`src/rtl/core/pps_pkg.sv`:
```
`default_nettype none

package pps_pkg;

  localparam int unsigned TimeW = 32;
  localparam logic [TimeW-1:0] TimeMax = '1;

  localparam logic ReqLoad = 1'b0;
  localparam logic ReqTick = 1'b1;

  // commands from the controller to the datapath
  typedef struct packed {
    logic capture;      // latch the accepted request and clear the scan
    logic scan_issue;   // read the table entry at the scan pointer
    logic load_commit;  // write the loaded entry and post a zero result
    logic tick_commit;  // serve the winner and post its result
  } pps_cmd_t;

  typedef struct packed {
    logic req_tick;     // the latched request is a tick
    logic scan_last;    // the scan pointer sits on the last entry
    logic out_free;     // the result register can take a new result
  } pps_status_t;

endpackage

`default_nettype wire

```
`src/rtl/core/pps_ctrl.sv`:
```
`default_nettype none

module pps_ctrl
  import pps_pkg::*;
(
  input  wire         clk_i,
  input  wire         rst_ni,
  input  wire         in_valid_i,
  output logic        in_stall_o,
  input  pps_status_t status_i,
  output pps_cmd_t    cmd_o
);

  localparam logic [2:0] S_IDLE   = 3'd0;
  localparam logic [2:0] S_LOAD   = 3'd1;
  localparam logic [2:0] S_SCAN   = 3'd2;
  localparam logic [2:0] S_DRAIN  = 3'd3;
  localparam logic [2:0] S_COMMIT = 3'd4;

  logic [2:0] state_q, state_d;

  assign in_stall_o = (state_q != S_IDLE);

  always_comb begin
    state_d = state_q;
    cmd_o   = '0;
    unique case (state_q)
      S_IDLE: begin
        if (in_valid_i) begin
          cmd_o.capture = 1'b1;
          state_d = S_LOAD;
        end
      end
      S_LOAD: begin
        // the latched type decides here whether a scan is needed
        if (status_i.req_tick) begin
          state_d = S_SCAN;
        end else if (status_i.out_free) begin
          cmd_o.load_commit = 1'b1;
          state_d = S_IDLE;
        end
      end
      S_SCAN: begin
        cmd_o.scan_issue = 1'b1;
        if (status_i.scan_last) begin
          state_d = S_DRAIN;
        end
      end
      S_DRAIN: begin
        // last read entry is evaluated in this cycle
        state_d = S_COMMIT;
      end
      S_COMMIT: begin
        if (status_i.out_free) begin
          cmd_o.tick_commit = 1'b1;
          state_d = S_IDLE;
        end
      end
      default: begin
        state_d = S_IDLE;
      end
    endcase
  end

  always_ff @(posedge clk_i or negedge rst_ni) begin
    if (!rst_ni) begin
      state_q <= S_IDLE;
    end else begin
      state_q <= state_d;
    end
  end

  assert property (@(posedge clk_i) disable iff (!rst_ni)
    cmd_o.scan_issue |-> status_i.req_tick)
    else $error("scan running for a load request");

  assert property (@(posedge clk_i) disable iff (!rst_ni)
    (state_q == S_SCAN && status_i.scan_last) |=> (state_q == S_DRAIN))
    else $error("scan did not end after the last entry");

  assert property (@(posedge clk_i) disable iff (!rst_ni)
    (cmd_o.load_commit || cmd_o.tick_commit) |-> status_i.out_free)
    else $error("result posted while the result register is held");

endmodule

`default_nettype wire

```
`src/rtl/core/pps_datapath.sv`:
```
`default_nettype none

module pps_datapath
  import pps_pkg::*;
#(
  parameter int unsigned MAX_PROCS = 16
) (
  input  wire              clk_i,
  input  wire              rst_ni,
  input  pps_cmd_t         cmd_i,
  output pps_status_t      status_o,
  input  wire              cfg_valid_i,
  input  wire  [4:0]       cfg_data_i,
  input  wire              req_type_i,
  input  wire  [3:0]       entry_index_i,
  input  wire  [15:0]      arrival_time_i,
  input  wire  [15:0]      burst_length_i,
  input  wire  [7:0]       priority_level_i,
  output logic             out_valid_o,
  input  wire              out_stall_i,
  output logic             ran_valid_o,
  output logic [3:0]       ran_index_o,
  output logic             finished_o,
  output logic [TimeW-1:0] finish_time_o
);

  localparam int unsigned IdxW = (MAX_PROCS > 1) ? $clog2(MAX_PROCS) : 1;
  localparam int unsigned CmpW = ((IdxW > 5) ? IdxW : 5) + 1;
  localparam logic [IdxW-1:0] LastIdx = IdxW'(MAX_PROCS - 1);

  // table storage
  logic [15:0] arr_mem [MAX_PROCS];
  logic [15:0] rem_mem [MAX_PROCS];
  logic [7:0]  pri_mem [MAX_PROCS];
  logic [MAX_PROCS-1:0] done_q;

  logic [4:0] active_count_q;

  // latched request
  logic        req_type_q;
  logic [3:0]  ld_idx_q;
  logic [15:0] ld_arr_q;
  logic [15:0] ld_burst_q;
  logic [7:0]  ld_pri_q;

  // scan pipeline
  logic [IdxW-1:0] scan_q;
  logic            ev_vld_q;
  logic [IdxW-1:0] ev_idx_q;
  logic [15:0]     rd_arr_q;
  logic [15:0]     rd_rem_q;
  logic [7:0]      rd_pri_q;

  // best candidate and running entry seen in the scan
  logic            found_q;
  logic [IdxW-1:0] best_idx_q;
  logic [15:0]     best_arr_q;
  logic [15:0]     best_rem_q;
  logic [7:0]      best_pri_q;
  logic            run_vld_q;
  logic [IdxW-1:0] run_idx_q;
  logic            run_elig_q;
  logic [7:0]      run_pri_q;
  logic [15:0]     run_rem_q;

  logic [TimeW-1:0] time_q;
  logic             out_valid_q;

  logic             elig;
  logic             better;
  logic             keep_run;
  logic [IdxW-1:0]  win_idx;
  logic [15:0]      win_rem_next;
  logic             win_done;
  logic [TimeW-1:0] time_next;
  logic             ld_in_range;

  assign ld_in_range = (32'(ld_idx_q) < MAX_PROCS);

  assign elig = ev_vld_q && (CmpW'(ev_idx_q) < CmpW'(active_count_q)) &&
                !done_q[ev_idx_q] && (rd_rem_q != 16'd0) &&
                ({16'd0, rd_arr_q} <= time_q);

  // running entry wins ties on priority, others go by arrival then index
  assign better = !found_q || (rd_pri_q < best_pri_q) ||
                  ((rd_pri_q == best_pri_q) && (rd_arr_q < best_arr_q));

  assign keep_run     = run_vld_q && run_elig_q && (run_pri_q == best_pri_q);
  assign win_idx      = keep_run ? run_idx_q : best_idx_q;
  assign win_rem_next = (keep_run ? run_rem_q : best_rem_q) - 16'd1;
  assign win_done     = (win_rem_next == 16'd0);
  assign time_next    = (time_q == TimeMax) ? TimeMax : time_q + 1'b1;

  assign status_o.req_tick  = (req_type_q == ReqTick);
  assign status_o.scan_last = (scan_q == LastIdx);
  assign status_o.out_free  = !out_valid_q || !out_stall_i;

  always_ff @(posedge clk_i) begin
    if (cmd_i.capture) begin
      req_type_q <= req_type_i;
      ld_idx_q   <= entry_index_i;
      ld_arr_q   <= arrival_time_i;
      ld_burst_q <= burst_length_i;
      ld_pri_q   <= priority_level_i;
    end
  end

  always_ff @(posedge clk_i) begin
    if (cmd_i.load_commit && ld_in_range) begin
      arr_mem[IdxW'(ld_idx_q)] <= ld_arr_q;
      pri_mem[IdxW'(ld_idx_q)] <= ld_pri_q;
    end
    if (cmd_i.load_commit && ld_in_range) begin
      rem_mem[IdxW'(ld_idx_q)] <= ld_burst_q;
    end else if (cmd_i.tick_commit && found_q) begin
      rem_mem[win_idx] <= win_rem_next;
    end
    if (cmd_i.scan_issue) begin
      rd_arr_q <= arr_mem[scan_q];
      rd_rem_q <= rem_mem[scan_q];
      rd_pri_q <= pri_mem[scan_q];
    end
    ev_idx_q <= scan_q;
  end

  always_ff @(posedge clk_i) begin
    if (elig && better) begin
      best_idx_q <= ev_idx_q;
      best_arr_q <= rd_arr_q;
      best_rem_q <= rd_rem_q;
      best_pri_q <= rd_pri_q;
    end
    if (ev_vld_q && (ev_idx_q == run_idx_q)) begin
      run_elig_q <= elig;
      run_pri_q  <= rd_pri_q;
      run_rem_q  <= rd_rem_q;
    end
  end

  always_ff @(posedge clk_i or negedge rst_ni) begin
    if (!rst_ni) begin
      active_count_q <= '0;
      done_q         <= '0;
      scan_q         <= '0;
      ev_vld_q       <= 1'b0;
      found_q        <= 1'b0;
      run_vld_q      <= 1'b0;
      run_idx_q      <= '0;
      time_q         <= '0;
      out_valid_q    <= 1'b0;
      ran_valid_o    <= 1'b0;
      ran_index_o    <= '0;
      finished_o     <= 1'b0;
      finish_time_o  <= '0;
    end else begin
      if (cfg_valid_i) begin
        active_count_q <= cfg_data_i;
      end
      ev_vld_q <= cmd_i.scan_issue;
      if (cmd_i.capture) begin
        scan_q  <= '0;
        found_q <= 1'b0;
      end else begin
        if (cmd_i.scan_issue) begin
          scan_q <= scan_q + 1'b1;
        end
        if (elig) begin
          found_q <= 1'b1;
        end
      end

      if (cmd_i.load_commit || cmd_i.tick_commit) begin
        out_valid_q <= 1'b1;
      end else if (out_valid_q && !out_stall_i) begin
        out_valid_q <= 1'b0;
      end

      if (cmd_i.load_commit) begin
        if (ld_in_range) begin
          done_q[IdxW'(ld_idx_q)] <= (ld_burst_q == 16'd0);
        end
        ran_valid_o   <= 1'b0;
        ran_index_o   <= '0;
        finished_o    <= 1'b0;
        finish_time_o <= '0;
      end

      if (cmd_i.tick_commit) begin
        time_q      <= time_next;
        if (found_q) begin
          ran_valid_o <= 1'b1;
          ran_index_o <= 4'(win_idx);
          finished_o  <= win_done;
          finish_time_o <= win_done ? time_next : '0;
          if (win_done) begin
            done_q[win_idx] <= 1'b1;
            run_vld_q <= 1'b0;
            run_idx_q <= '0;
          end else begin
            run_vld_q <= 1'b1;
            run_idx_q <= win_idx;
          end
        end else begin
          ran_valid_o   <= 1'b0;
          ran_index_o   <= '0;
          finished_o    <= 1'b0;
          finish_time_o <= '0;
          run_vld_q     <= 1'b0;
          run_idx_q     <= '0;
        end
      end
    end
  end

  assign out_valid_o = out_valid_q;

  assert property (@(posedge clk_i) disable iff (!rst_ni)
    cmd_i.tick_commit |=>
      (time_q == $past(time_q) + 1'b1) || ($past(time_q) == TimeMax))
    else $error("time did not advance on a tick");

  assert property (@(posedge clk_i) disable iff (!rst_ni)
    (cmd_i.tick_commit && found_q && win_done) |=> done_q[$past(win_idx)])
    else $error("finished entry not marked done");

  assert property (@(posedge clk_i) disable iff (!rst_ni)
    (cmd_i.tick_commit && found_q) |=> (run_vld_q == !$past(win_done)))
    else $error("running entry out of step with completion");

  assert property (@(posedge clk_i) disable iff (!rst_ni)
    (cmd_i.load_commit || cmd_i.tick_commit) |=> out_valid_q)
    else $error("result not posted after a commit");

endmodule

`default_nettype wire

```
`src/rtl/core/preemptive_priority_scheduler.sv`:
```
// a load is latched, then committed from S_LOAD; a tick is latched, then passes
//   S_LOAD, S_SCAN, S_DRAIN and S_COMMIT; each result is registered at commit
// one request at a time, taken in S_IDLE; the scan reads one table entry per cycle
// a waiting result lets the next request start, whose commit waits until it is taken
// reset: asynchronous active low; clears done flags, running entry, time and
//   active_count; table contents stay undefined until loaded
`default_nettype none

module preemptive_priority_scheduler
  import pps_pkg::*;
#(
  parameter int unsigned MAX_PROCS = 16
) (
  input  wire              clk_i,
  input  wire              rst_ni,
  input  wire              cfg_valid_i,
  output logic             cfg_ready_o,
  input  wire  [4:0]       cfg_data_i,
  input  wire              in_valid_i,
  output logic             in_stall_o,
  input  wire              req_type_i,
  input  wire  [3:0]       entry_index_i,
  input  wire  [15:0]      arrival_time_i,
  input  wire  [15:0]      burst_length_i,
  input  wire  [7:0]       priority_level_i,
  output logic             out_valid_o,
  input  wire              out_stall_i,
  output logic             ran_valid_o,
  output logic [3:0]       ran_index_o,
  output logic             finished_o,
  output logic [TimeW-1:0] finish_time_o
);

  pps_cmd_t    cmd;
  pps_status_t status;

  assign cfg_ready_o = 1'b1;

  pps_ctrl u_ctrl (
    .clk_i      (clk_i),
    .rst_ni     (rst_ni),
    .in_valid_i (in_valid_i),
    .in_stall_o (in_stall_o),
    .status_i   (status),
    .cmd_o      (cmd)
  );

  pps_datapath #(
    .MAX_PROCS (MAX_PROCS)
  ) u_datapath (
    .clk_i            (clk_i),
    .rst_ni           (rst_ni),
    .cmd_i            (cmd),
    .status_o         (status),
    .cfg_valid_i      (cfg_valid_i),
    .cfg_data_i       (cfg_data_i),
    .req_type_i       (req_type_i),
    .entry_index_i    (entry_index_i),
    .arrival_time_i   (arrival_time_i),
    .burst_length_i   (burst_length_i),
    .priority_level_i (priority_level_i),
    .out_valid_o      (out_valid_o),
    .out_stall_i      (out_stall_i),
    .ran_valid_o      (ran_valid_o),
    .ran_index_o      (ran_index_o),
    .finished_o       (finished_o),
    .finish_time_o    (finish_time_o)
  );

endmodule

`default_nettype wire
```
`config.mk`:
```
export PLATFORM = sky130hd
export DESIGN_NAME = preemptive_priority_scheduler
export DESIGN_NICKNAME = d
export VERILOG_FILES = /design/src/rtl/core/pps_pkg.sv /design/src/rtl/core/pps_ctrl.sv /design/src/rtl/core/pps_datapath.sv /design/src/rtl/core/preemptive_priority_scheduler.sv
export SDC_FILE = /design/constraint.sdc
export NUM_CORES = 1
export LEC_CHECK = 0
export ABC_AREA = 0
export ABC_CLOCK_PERIOD_IN_PS = 6440
export BUFFER_PORTS_ARGS = -buffer_cell sky130_fd_sc_hd__buf_2
export CAP_MARGIN = 20
export CORE_MARGIN = 10
export CORE_UTILIZATION = 55
export DETAILED_ROUTE_END_ITERATION = 12
export PLACE_DENSITY = 0.75
export SLEW_MARGIN = 0
export SYNTH_ARGS = -nofsm -noshare
export SYNTH_HDL_FRONTEND = slang
export SYNTH_SLANG_ARGS = --single-unit
```
`constraint.sdc`:
```
create_clock -name clk_i -period 6.44 [get_ports clk_i]
set_input_delay 0.322 -clock clk_i [delete_from_list [all_inputs] [get_ports clk_i]]
set_output_delay 0.322 -clock clk_i [all_outputs]
set_load 0.02 [all_outputs]
```
* After elaboration in Yosys (flattened, before gate mapping)
Memories as Yosys holds them, arrays and structs flattened. A register that Yosys moved wholly into a read port is not among the register bits. Index checks and enable logic that the tools add are counted.
Storage, ports and cells: bits in registers 224, RAM bits 640, input port bits 55, output and inout port bits 41, word-level logic and storage cells 142, memories 3
Cells by class: add/subtract/negate cells 3, order comparisons 9, equal/unequal tests 11, multiplexer cells 56, bitwise operators 1, reductions and logical operators 32
Memory list:
- u_datapath.arr_mem | depth 16, bits a word 16, read ports 1, clocked after memory_dff 1, write ports 1, RTL line pps_datapath.sv:32 | logic [15:0] arr_mem [MAX_PROCS];
- u_datapath.rem_mem | depth 16, bits a word 16, read ports 1, clocked after memory_dff 1, write ports 1, RTL line pps_datapath.sv:33 | logic [15:0] rem_mem [MAX_PROCS];
- u_datapath.pri_mem | depth 16, bits a word 8, read ports 1, clocked after memory_dff 1, write ports 1, RTL line pps_datapath.sv:34 | logic [7:0] pri_mem [MAX_PROCS];
Operator list (count):
- two-way mux 32 bit | 5
- two-way mux 16 bit | 6
- two-way mux 4 bit | 9
- adder 32 x 1 -> 32 bit, second input constant | 1
- == test 32 bit, second input constant | 1
- <= comparator 16 x 32 -> 1 bit | 1
- logical NOT 16 bit | 2
- two-way mux 1 bit | 27
- bitwise mux 16 bit | 1
- == test 8 bit | 2
- less-than comparator 16 bit | 1
- OR 16 bit | 1
- nonzero test 16 bit | 1
- OR reduction 16 bit | 1
- subtractor 16 x 1 -> 16 bit, second input constant | 1
- less-than comparator 4 x 5 -> 1 bit, second input constant | 3
- one-hot mux 3 bit (5 select lines) | 1
- logical AND 1 bit | 13
- two-way mux 3 bit | 4
- demux 1 bit (select 4 bit) | 2
- greater-or-equal comparator 4 x 1 -> 1 bit, second input constant | 2
- less-than comparator 8 bit | 1
- nonzero test 2 bit | 4
- == test 3 x 2 -> 1 bit, second input constant | 2
- 13 further kinds | 20

* Longest topological paths before layout
Gate-level depths: netlist of run 1.
depth after elaboration 11, depth in mapped cells 20, gate-level depth less buffers 15

* Modules after synthesis
Synthesis of run 1 repeated with hierarchy kept, for this count alone.
Second synthesis, totals: cell total of the unflattened synthesis 1963, area total of the unflattened synthesis 36348.6 um^2
By module, submodules not included:
- pps_datapath | instances 1, cells an instance 1941, area an instance 36088.4 um^2, sequential area each 26500.4 um^2
- pps_ctrl | instances 1, cells an instance 20, area an instance 249.0 um^2, sequential area each 75.1 um^2
- preemptive_priority_scheduler | instances 1, cells an instance 2, area an instance 11.3 um^2, sequential area each 0.0 um^2

* Least setup slack after synthesis of run 1
No wires, ideal clock.
path kind flip-flop to flip-flop, start point reg u_datapath.best_pri_q[6], end point mem u_datapath.rem_mem[2][0] (enable), library setup time 0.478 ns, arrival 4.963 ns, required time 5.962 ns, setup slack 1.000 ns, stages on the path, launching flop included 11, path buffers 2, clock period less this slack 5.440 ns, cells stage by stage edfxtp_1 -> xor2_1 -> nor4_4 -> nand3_1 -> buf_2 -> buf_1 -> nand2_1 -> a21oi_1 -> a21o_1 -> or3_1 -> a2111oi_0
On the way: cells in the longest elaborated chain, start to end 4
RTL lines:
- start: declaration | RTL line pps_datapath.sv:59 | logic [7:0] best_pri_q;
- start signal: assignment | RTL line pps_datapath.sv:131 | best_pri_q <= rd_pri_q;
- == test 8 bit | RTL line pps_datapath.sv:88 | assign keep_run = run_vld_q && run_elig_q && (run_pri_q == best_pri_q);
- logical AND 1 bit | RTL line pps_datapath.sv:88
- two-way mux 4 bit | RTL line pps_datapath.sv:89 | assign win_idx = keep_run ? run_idx_q : best_idx_q;
- two-way mux 4 bit (no source line)
- end: declaration | RTL line pps_datapath.sv:33
No other way between the ends.

* Worst setup path after layout of run 1
start point reg u_datapath.best_pri_q[2], end point reg u_datapath.done_q[2]
On the way: cells in the longest elaborated chain, start to end 11, elaborated cells on any way between the ends 15, those cells by class 1 x add/sub; 2 x order compare; 1 x eq/ne; 7 x mux; 1 x bitwise; 3 x reduce/logical
RTL lines:
- == test 8 bit (*) | RTL line pps_datapath.sv:88
- logical AND 1 bit (*) | RTL line pps_datapath.sv:88
- branches (longest 6 deep; another with subtractor 16 x 1 -> 16 bit)
- two-way mux 16 bit (*) | RTL line pps_datapath.sv:195 | if (win_done) begin
- two-way mux 16 bit (*) | RTL line pps_datapath.sv:190 | if (found_q) begin
- two-way mux 16 bit (*) | RTL line pps_datapath.sv:188 | if (cmd_i.tick_commit) begin
- end signal: indexed assignment | RTL line pps_datapath.sv:180 | done_q[IdxW'(ld_idx_q)] <= (ld_burst_q == 16'd0);
- end: declaration | RTL line pps_datapath.sv:35 | logic [MAX_PROCS-1:0] done_q;
Mark *: on every way between the ends. A chain may end at the register's enable or synchronous reset.

==> results of run 1 <==
[layout make-up]
| type | count | area (um2) |
|---|---|---|
| inverter | 55 | 206.4 |
| antenna | 2 | 5.005 |
| clock buffer | 112 | 2386 |
| timing repair buffer | 219 | 1602 |
| fill | 4300 | 23830 |
| multi-input combinational | 947 | 9443 |
| sequential | 904 | 26590 |
| clock inverter | 55 | 601.8 |
| tap | 864 | 1081 |
[state kept, by name (all words and copies together) (netlist names), 16 cells and up]
name	count
u_datapath.done_q	16
u_datapath.run_rem_q	16
u_datapath.arr_mem	256
u_datapath.rd_rem_q	16
u_datapath.best_arr_q	16
u_datapath.ld_arr_q	16
u_datapath.best_rem_q	16
u_datapath.rd_arr_q	16
u_datapath.rem_mem	256
u_datapath.ld_burst_q	16
u_datapath.time_q	32
u_datapath.finish_time_o	32
u_datapath.pri_mem	128
[cells in the final DEF (no fill, tap or decap), drive strengths merged, types with 16 or more instances in the layout]
| cell type | netlist | layout |
|---|---|---|
| a31oi | 23 | 23 |
| nand4 | 21 | 21 |
| a21o | 16 | 16 |
| mux4 | 205 | 205 |
| dlygate4sd3 | 0 | 58 |
| nor3 | 34 | 34 |
| xnor2 | 32 | 32 |
| o21ai | 81 | 81 |
| o31ai | 18 | 18 |
| clkbuf | 68 | 112 |
| mux2i | 30 | 30 |
| nor2 | 99 | 99 |
| xor2 | 30 | 30 |
| clkinv | 0 | 37 |
| inv | 55 | 60 |
| dfrtp | 106 | 106 |
| buf | 26 | 161 |
| and3 | 19 | 19 |
| edfxtp | 794 | 794 |
| nand3 | 27 | 27 |
| a21oi | 36 | 36 |
| ha | 46 | 46 |
| nor4 | 22 | 22 |
| nand2 | 123 | 123 |
[worst max-delay path, cell delays in order, from the launching register on]
cell       delay (ps)
edfxtp_1          410
xor2_1            160
nor3_1            520
nand3_1           630
mux2i_1           390
ha_1              340
nand2_1           130
nor3_1            230
mux2_2            240
xnor2_1           100
nor4b_2           210
o2111ai_1         430
or2_1             370
buf_4             270
o31ai_1           370
[cell usage after synthesis (18+ instances only)]
cell type  count
nand3_1       27
nand4_1       21
dfrtp_1      106
o21ai_0       81
a21oi_1       36
a31oi_1       23
mux2i_1       30
edfxtp_1     794
inv_1         55
clkbuf_1      66
mux4_2       205
ha_1          46
o31ai_1       18
buf_1         18
nor3_1        32
nand2_1      123
xor2_1        30
and3_1        19
xnor2_1       32
nor4_1        21
nor2_1        99
[metal layers]
layer	share of wire	wire, um	GRT usage	vias to the layer above
li1	-	-	-	8387
met1	0.39	33890	0.3029	10300
met2	0.49	42090	0.3543	1149
met3	0.094	8125	0.04932	150
met4	0.022	1907	0.06523	4
met5	0.00030	26	0	-
[cells by family (layout without fill, tap and decap cells)]
group / Yosys count / after routing / synth area share
DFF: 904 / 904 / 0.7299
and+or+nand+nor: 400 / 400 / 0.05381
muxes: 243 / 243 / 0.1375
AOI/OAI and AO/OA: 195 / 195 / 0.03186
buffers and inverters: 149 / 441 / 0.01612
xor gates and xnor gates: 62 / 62 / 0.01491
adders and majority gates: 46 / 46 / 0.01581
other: 1 / 3 / 0.0001030
[per-stage QoR]
| stage | hold WS [ps] | instance area (um2) | std cells |
|---|---|---|---|
| detailed placement | 418.6 | 38300 | 2927 |
| floorplan | 26.41 | 36410 | 2000 |
| finish | 31.78 | 41910 | 3158 |
| global route | 34.88 | 41910 | 3158 |
| CTS | 1.156 | 41870 | 3152 |
| global placement | 412.8 | 38270 | 2925 |
[worst paths after layout]
path | end | depth (start not counted)
max | u_datapath.done_q[2] | 14
min | u_datapath.active_count_q[0] | 2
max reg2reg | u_datapath.done_q[2] | 14
min reg2reg | u_datapath.ev_idx_q[3] | 0
max in group asynchronous | u_datapath.ev_vld_q | 3
min in group asynchronous | u_datapath.finish_time_o[6] | 2
[where the power goes]
part | switching (mW) | total [mW] | internal [mW]
sequential | 0.524 | 7.69 | 7.17
clock | 2.24 | 5.29 | 3.06
combinational | 1.51 | 2.70 | 1.19
==> key figures, run 1 <==
Outcome
  • Status: finished, final reports clean

Cells and area
  • Proportion of layout cells with a drive suffix above 1: 0.2395
  • Nets@finish: roughly 2300
  • Finished Core Util: 0.6375
  • Area growth, synth to finish: 15.11%

Die
  • Die ar.: slightly below 0.08 mm2
  • IO Count: 96
  • DIE HEIGHT: 277.3 um
  • Die X-Extent: 277.3 um
  • Core Area: 0.06575 mm2
  • Initial cell density of the core: 0.5538
  • Row cnt: 94

GRT
  • Largest net degree at the start of global routing: 155
  • Gr usage total: 0.2214
  • Wire length of the first global-routing pass: 129700 um
  • Gr ovfl total: 0
  • Vias in the first global route: 20400
  • Initial antenna violation count: 3

Place
  • Placer Congestion: approximately 0.85
  • IO buf count: 94
  • Pre-CTS setup slack: ~1600 ps
  • HPWL after detailed placement: ~48000 um

Timing
  • Clock Skews: ~24 ps
  • Max_slew headroom: 0.2101
  • Setup violations, final: 0
  • Tightest Pin Transition: 1185 ps
  • Period utilization: 0.7679
  • Fin crit period: 4946 ps
  • Max Fclk: between 200 and 250 MHz
  • Post-route setup slack: 1494 ps
  • Final count of pins violating max slew: 0
  • Hold Fails Final Rpt: 0
  • Unrepaired setup endpoints after global routing: no
  • TNS Setup: 0 ps

Critical path
  • Required @ worst endpoint: 6960 ps
  • Critical path arrival: 5470 ps
  • Worst Setup End Kind: flip-flop
  • Reg2Reg Setup Slack: 1490 ps
  • RR Startpoint: u_datapath.best_pri_q[2]
  • CP Max Fanout: 47
  • Crit. Startpoint: u_datapath.best_pri_q[2]
  • WS Path Type: reg2reg
  • Startpoint Class: flip-flop

Job
  • Max-Cap Viols: 0

Routing
  • WL/cell: approximately 27 um
  • Routed wire length: between 80000 and 90000 um
  • Iteration-0 DRC count of the detailed router: 2307
  • Detail Route Antenna Nets: 0
  • DRC: 0
  • Via count: roughly 20000
  • Vias per cell: 6.329
  • Drt pass-1 iters: 5

Power
  • Peak VDD IR: 0.2972 mV
  • Power Total: 15.69 mW
  • Leak: 14.31 nW
  • Power per Cell Area: 374.3 mW/mm2

Clock tree
  • CTS tree: done
  • CTS resizes: 0
  • Post-CTS Hold Fix Bufs: 58
  • Worst skew pair latency: 660 ps
  • CTS clk-pin slew, worst paths: roughly 60 ps
  • Bufs on Longest Clock Path: 3
  • Clock buffer count from CTS: 90
  • Clk sink count: about 900
  • Post-CTS Setup Bufs: 0
  • CTS root buffer: clkbuf_16
  • H-tree depth: 3

Yosys
  • Top cell type by total area after synthesis: edfxtp_1
  • Post-synth EDFFs: about 790
  • Synth top area cells: edfxtp_1, mux4_2, dfrtp_1
  • Synth top area share: 0.6548
  • Cell variety after synth: 58
  • Flops & latches, synth: 904
  • Seq/Total Area, Yosys: 0.7299
  • Post-Syn Nets: between 2000 and 2500
  • Synthesis Warnings: 0
  • Synth async-reset ratio: 0.1173
  • Mapped cell area: 0.03641 mm2
  • Syn Inst Count: 2000
  • Mean Syn Cell Area: 18.21 um2
  • Post-synth top flop: edfxtp_1

Hold path
  • HP Class: in2reg
  • Hold path start: cfg_valid_i
Note: power is estimated with default switching activity, not from simulation.
==> inputs of run 2 (changes only) <==
- ABC_CLOCK_PERIOD_IN_PS: 6440 -> 4650
- clock period: 6.44 -> 4.65 ns (I/O delays scaled with it)
==> run 2 against run 1 <==
Core utilization increased by 0.20 points; combinational power increased by 41%; via count increased by 0.69%; highest routed layer is now met4; sequential power increased by 39%; register-to-register slack got worse by 1100 ps; first-iteration DRC count increased by 16%; cell area increased by 0.32%; routed wire length increased by 2.5%; sequential share of layout area decreased by 0.19 points; fmax increased by 15%; critical endpoint is now u_datapath.done_q[0].
==> key figures, run 2 (synthesis gave the netlist of run 1 again) <==
Outcome
  • Status: finished, final reports clean

Timing
  • Period utilization: 0.9237 (+0.1558)
  • Clock Skews: 27.43 ps (+3.235 ps)
  • Setup violations, final: 0 (unchanged)
  • Unrepaired setup endpoints after global routing: no
  • TNS Setup: 0 ps (unchanged)
  • Tightest Pin Transition: 1106 ps (-78.74 ps)
  • Final count of pins violating max slew: 0 (unchanged)
  • Max_slew headroom: 0.2599 (+0.04977)
  • Post-route setup slack: 354.8 ps (-1140 ps)
  • Max Fclk: 232.8 MHz (+15%)
  • Hold Fails Final Rpt: 0 (unchanged)
  • Fin crit period: 4295 ps (-650.3 ps)

GRT
  • Busiest grt layer: met2
  • Largest net degree at the start of global routing: 61 (-61%)
  • GR Util met1: 0.3075 (+0.004598)
  • Grt met2 use: 0.3755 (+0.02124)
  • Wire length of the first global-routing pass: 133500 um (+2.9%)
  • Gr ovfl total: 0 (unchanged)
  • Gr usage total: 0.2289 (+0.007459)
  • GR Util met3: 0.04187 (-0.007452)
  • Initial antenna violation count: 1 (-2)
  • Vias in the first global route: 20630 (+1.1%)

Hold path
  • Hold Path Depth: 5 (+3)
  • Hold endpoint: u_ctrl.state_q[0]
  • Hold path start: in_valid_i
  • HP Class: in2reg

Die
  • Initial cell density of the core: 0.5538 (unchanged)
  • Die X-Extent: 277.3 um (unchanged)
  • DIE HEIGHT: 277.3 um (unchanged)
  • Core Area: 0.06575 mm2 (unchanged)
  • Die ar.: 0.07689 mm2 (unchanged)
  • IO Count: 96 (unchanged)
  • Row cnt: 94 (unchanged)

Cells and area
  • Proportion of layout cells with a drive suffix above 1: 0.2416 (+0.002120)
  • Area of the multi-input gates: 0.009467 mm2 (+0.25%)
  • Fill count: 4337 (+0.86%)
  • Nets@finish: 2338 (+0.86%)
  • Most common cell after layout, fill and taps aside: edfxtp_1
  • N_diodes: 0 (-2)
  • Area growth, synth to finish: 15.47%
  • FF/Latch Area: 0.02659 mm2 (about the same)
  • Most frequent cells in the layout: edfxtp_1, mux4_2, nand2_1, dfrtp_1, buf_2
  • Regs by FF count: u_datapath.arr_mem (256), u_datapath.rem_mem (256), u_datapath.pri_mem (128)

Place
  • Pre-CTS setup slack: 294.3 ps (-1284 ps)
  • HPWL after detailed placement: 51150 um (+7.2%)
  • Placer Congestion: 0.9508 (+12%)
  • IO buf count: 94 (unchanged)

Power
  • Power per Cell Area: 513.8 mW/mm2 (+37%)
  • Power Total: 21.60 mW (+38%)
  • Leak: 14.38 nW (+0.45%)
  • Peak VDD IR: 0.3235 mV (+8.8%)

Critical path
  • Critical Path Max Stage Delay: 410 ps (-220 ps)
  • Kind of cell adding the most delay to the critical path: simple AND/OR/NAND/NOR gates
  • CP Max Fanout: 47 (unchanged)
  • Worst Path Buf+Inv: 2 (+1)
  • Length in cells of the worst reg-to-reg path: 15 (+1)
  • Required @ worst endpoint: 5180 ps (-1780 ps)
  • Startpoint Class: flip-flop
  • Critical path, cell by cell: xor2_1 > nor4_4 > nand3_1 > mux2i_1 > ha_1 > nand2_1 > nor3_1 > mux2_2 > xnor2_1 > nor4b_2 > o2111ai_1 > buf_4 > or2_1 > buf_4 > o31ai_1
  • Reg2Reg Setup Slack: 350 ps (-1140 ps)
  • Critical path arrival: 4820 ps (-650 ps)
  • R2R Path End: u_datapath.done_q[0]
  • CP most frequent cell: buf_4
  • WS Path Type: reg2reg
  • RR Startpoint: u_datapath.best_pri_q[6]
  • CP max-delay cell: edfxtp_1
  • Worst Setup End Kind: flip-flop

Clock tree
  • H-tree depth: 3 (unchanged)
  • Worst skew pair latency: 650 ps (about the same)
  • Clk sink count: 904 (unchanged)
  • Clock buffer count from CTS: 88 (-2.2%)
  • CTS root buffer: clkbuf_16
  • CTS tree: done
  • Bufs on Longest Clock Path: 3 (unchanged)
  • CTS clk-pin slew, worst paths: 60 ps (about the same)

Routing
  • Routed wire length: 88200 um (+2.5%)
  • Vias per cell: 6.350 (+0.34%)
  • Drt pass-1 iters: 5 (unchanged)
  • WL/cell: 27.83 um (+2.2%)
  • Detail Route Antenna Nets: 0 (unchanged)
  • Via count: 20120 (+0.69%)
  • Iteration-0 DRC count of the detailed router: 2676 (+16%)
  • DRC: 0 (unchanged)

Job
  • Max-Cap Viols: 0 (unchanged)
## run 2: how the worst max path moves through the flow
stage,start,endpoint,slack (ps),depth (start not counted)
global placement,u_datapath.best_pri_q[2],u_datapath.done_q[4],530,17
floorplan,u_datapath.best_pri_q[6],u_datapath.done_q[11],490,20
finish,u_datapath.best_pri_q[6],u_datapath.done_q[0],350,15
CTS,u_datapath.best_pri_q[5],u_datapath.done_q[0],230,15
global route,u_datapath.best_pri_q[0],u_datapath.done_q[0],20,15
detailed placement,u_datapath.best_pri_q[2],u_datapath.done_q[0],290,15
## run 2: area by class of cell
cell class,count,area share
tap,864,0.02571
sequential,904,0.6324
clock buffer,105,0.05514
multi-input combinational,947,0.2252
clock inverter,53,0.01363
inverter,55,0.004910
timing repair buffer,241,0.04303
## run 2: per-stage QoR
step	hold slack [ps]	instance area [um2]	util	cells
finish	118.2	42050	0.6395	3169
global route	192.0	42050	0.6395	3169
CTS	80.92	42040	0.6394	3169
detailed placement	352.5	38550	0.5863	2951
global placement	343.7	38520	0.5859	2950
floorplan	-63.09	36430	-	2000
## run 2: layer usage
metal / part of all wire / vias to the layer above
met3: 0.089 / 154
met4: 0.027 / 0
li1: - / 8425
met2: 0.50 / 1108
met5: 0 / -
met1: 0.38 / 10440
## run 2: report_power, final
part	leakage [nW]	switching, mW	internal, mW	total (mW)
Combinational	4.34	2.10	1.70	3.80
Clock	1.40	3.06	4.08	7.14
Sequential	8.64	0.734	9.93	10.7
## run 2: worst reg2reg max path: cells and delay by family (launching register included)
| kind | cells | cell delay, ps |
|---|---|---|
| flip-flops | 1 | 410 |
| AO/OA/AOI/OAI | 2 | 490 |
| buffers and inverters | 2 | 460 |
| AND/OR/NAND/NOR | 6 | 1580 |
| XOR/XNOR | 2 | 320 |
| adder cells (fa/ha/maj) | 1 | 350 |
| multiplexers | 2 | 600 |
## run 2: what timing repair did
action | CTS | global route
endpoints found under the setup margin | 0 | 46
endpoints found under the hold margin | 110 | 0
gates resized for setup | 0 | 1
buffers inserted | 0 | 0
hold buffers | 60 | 0
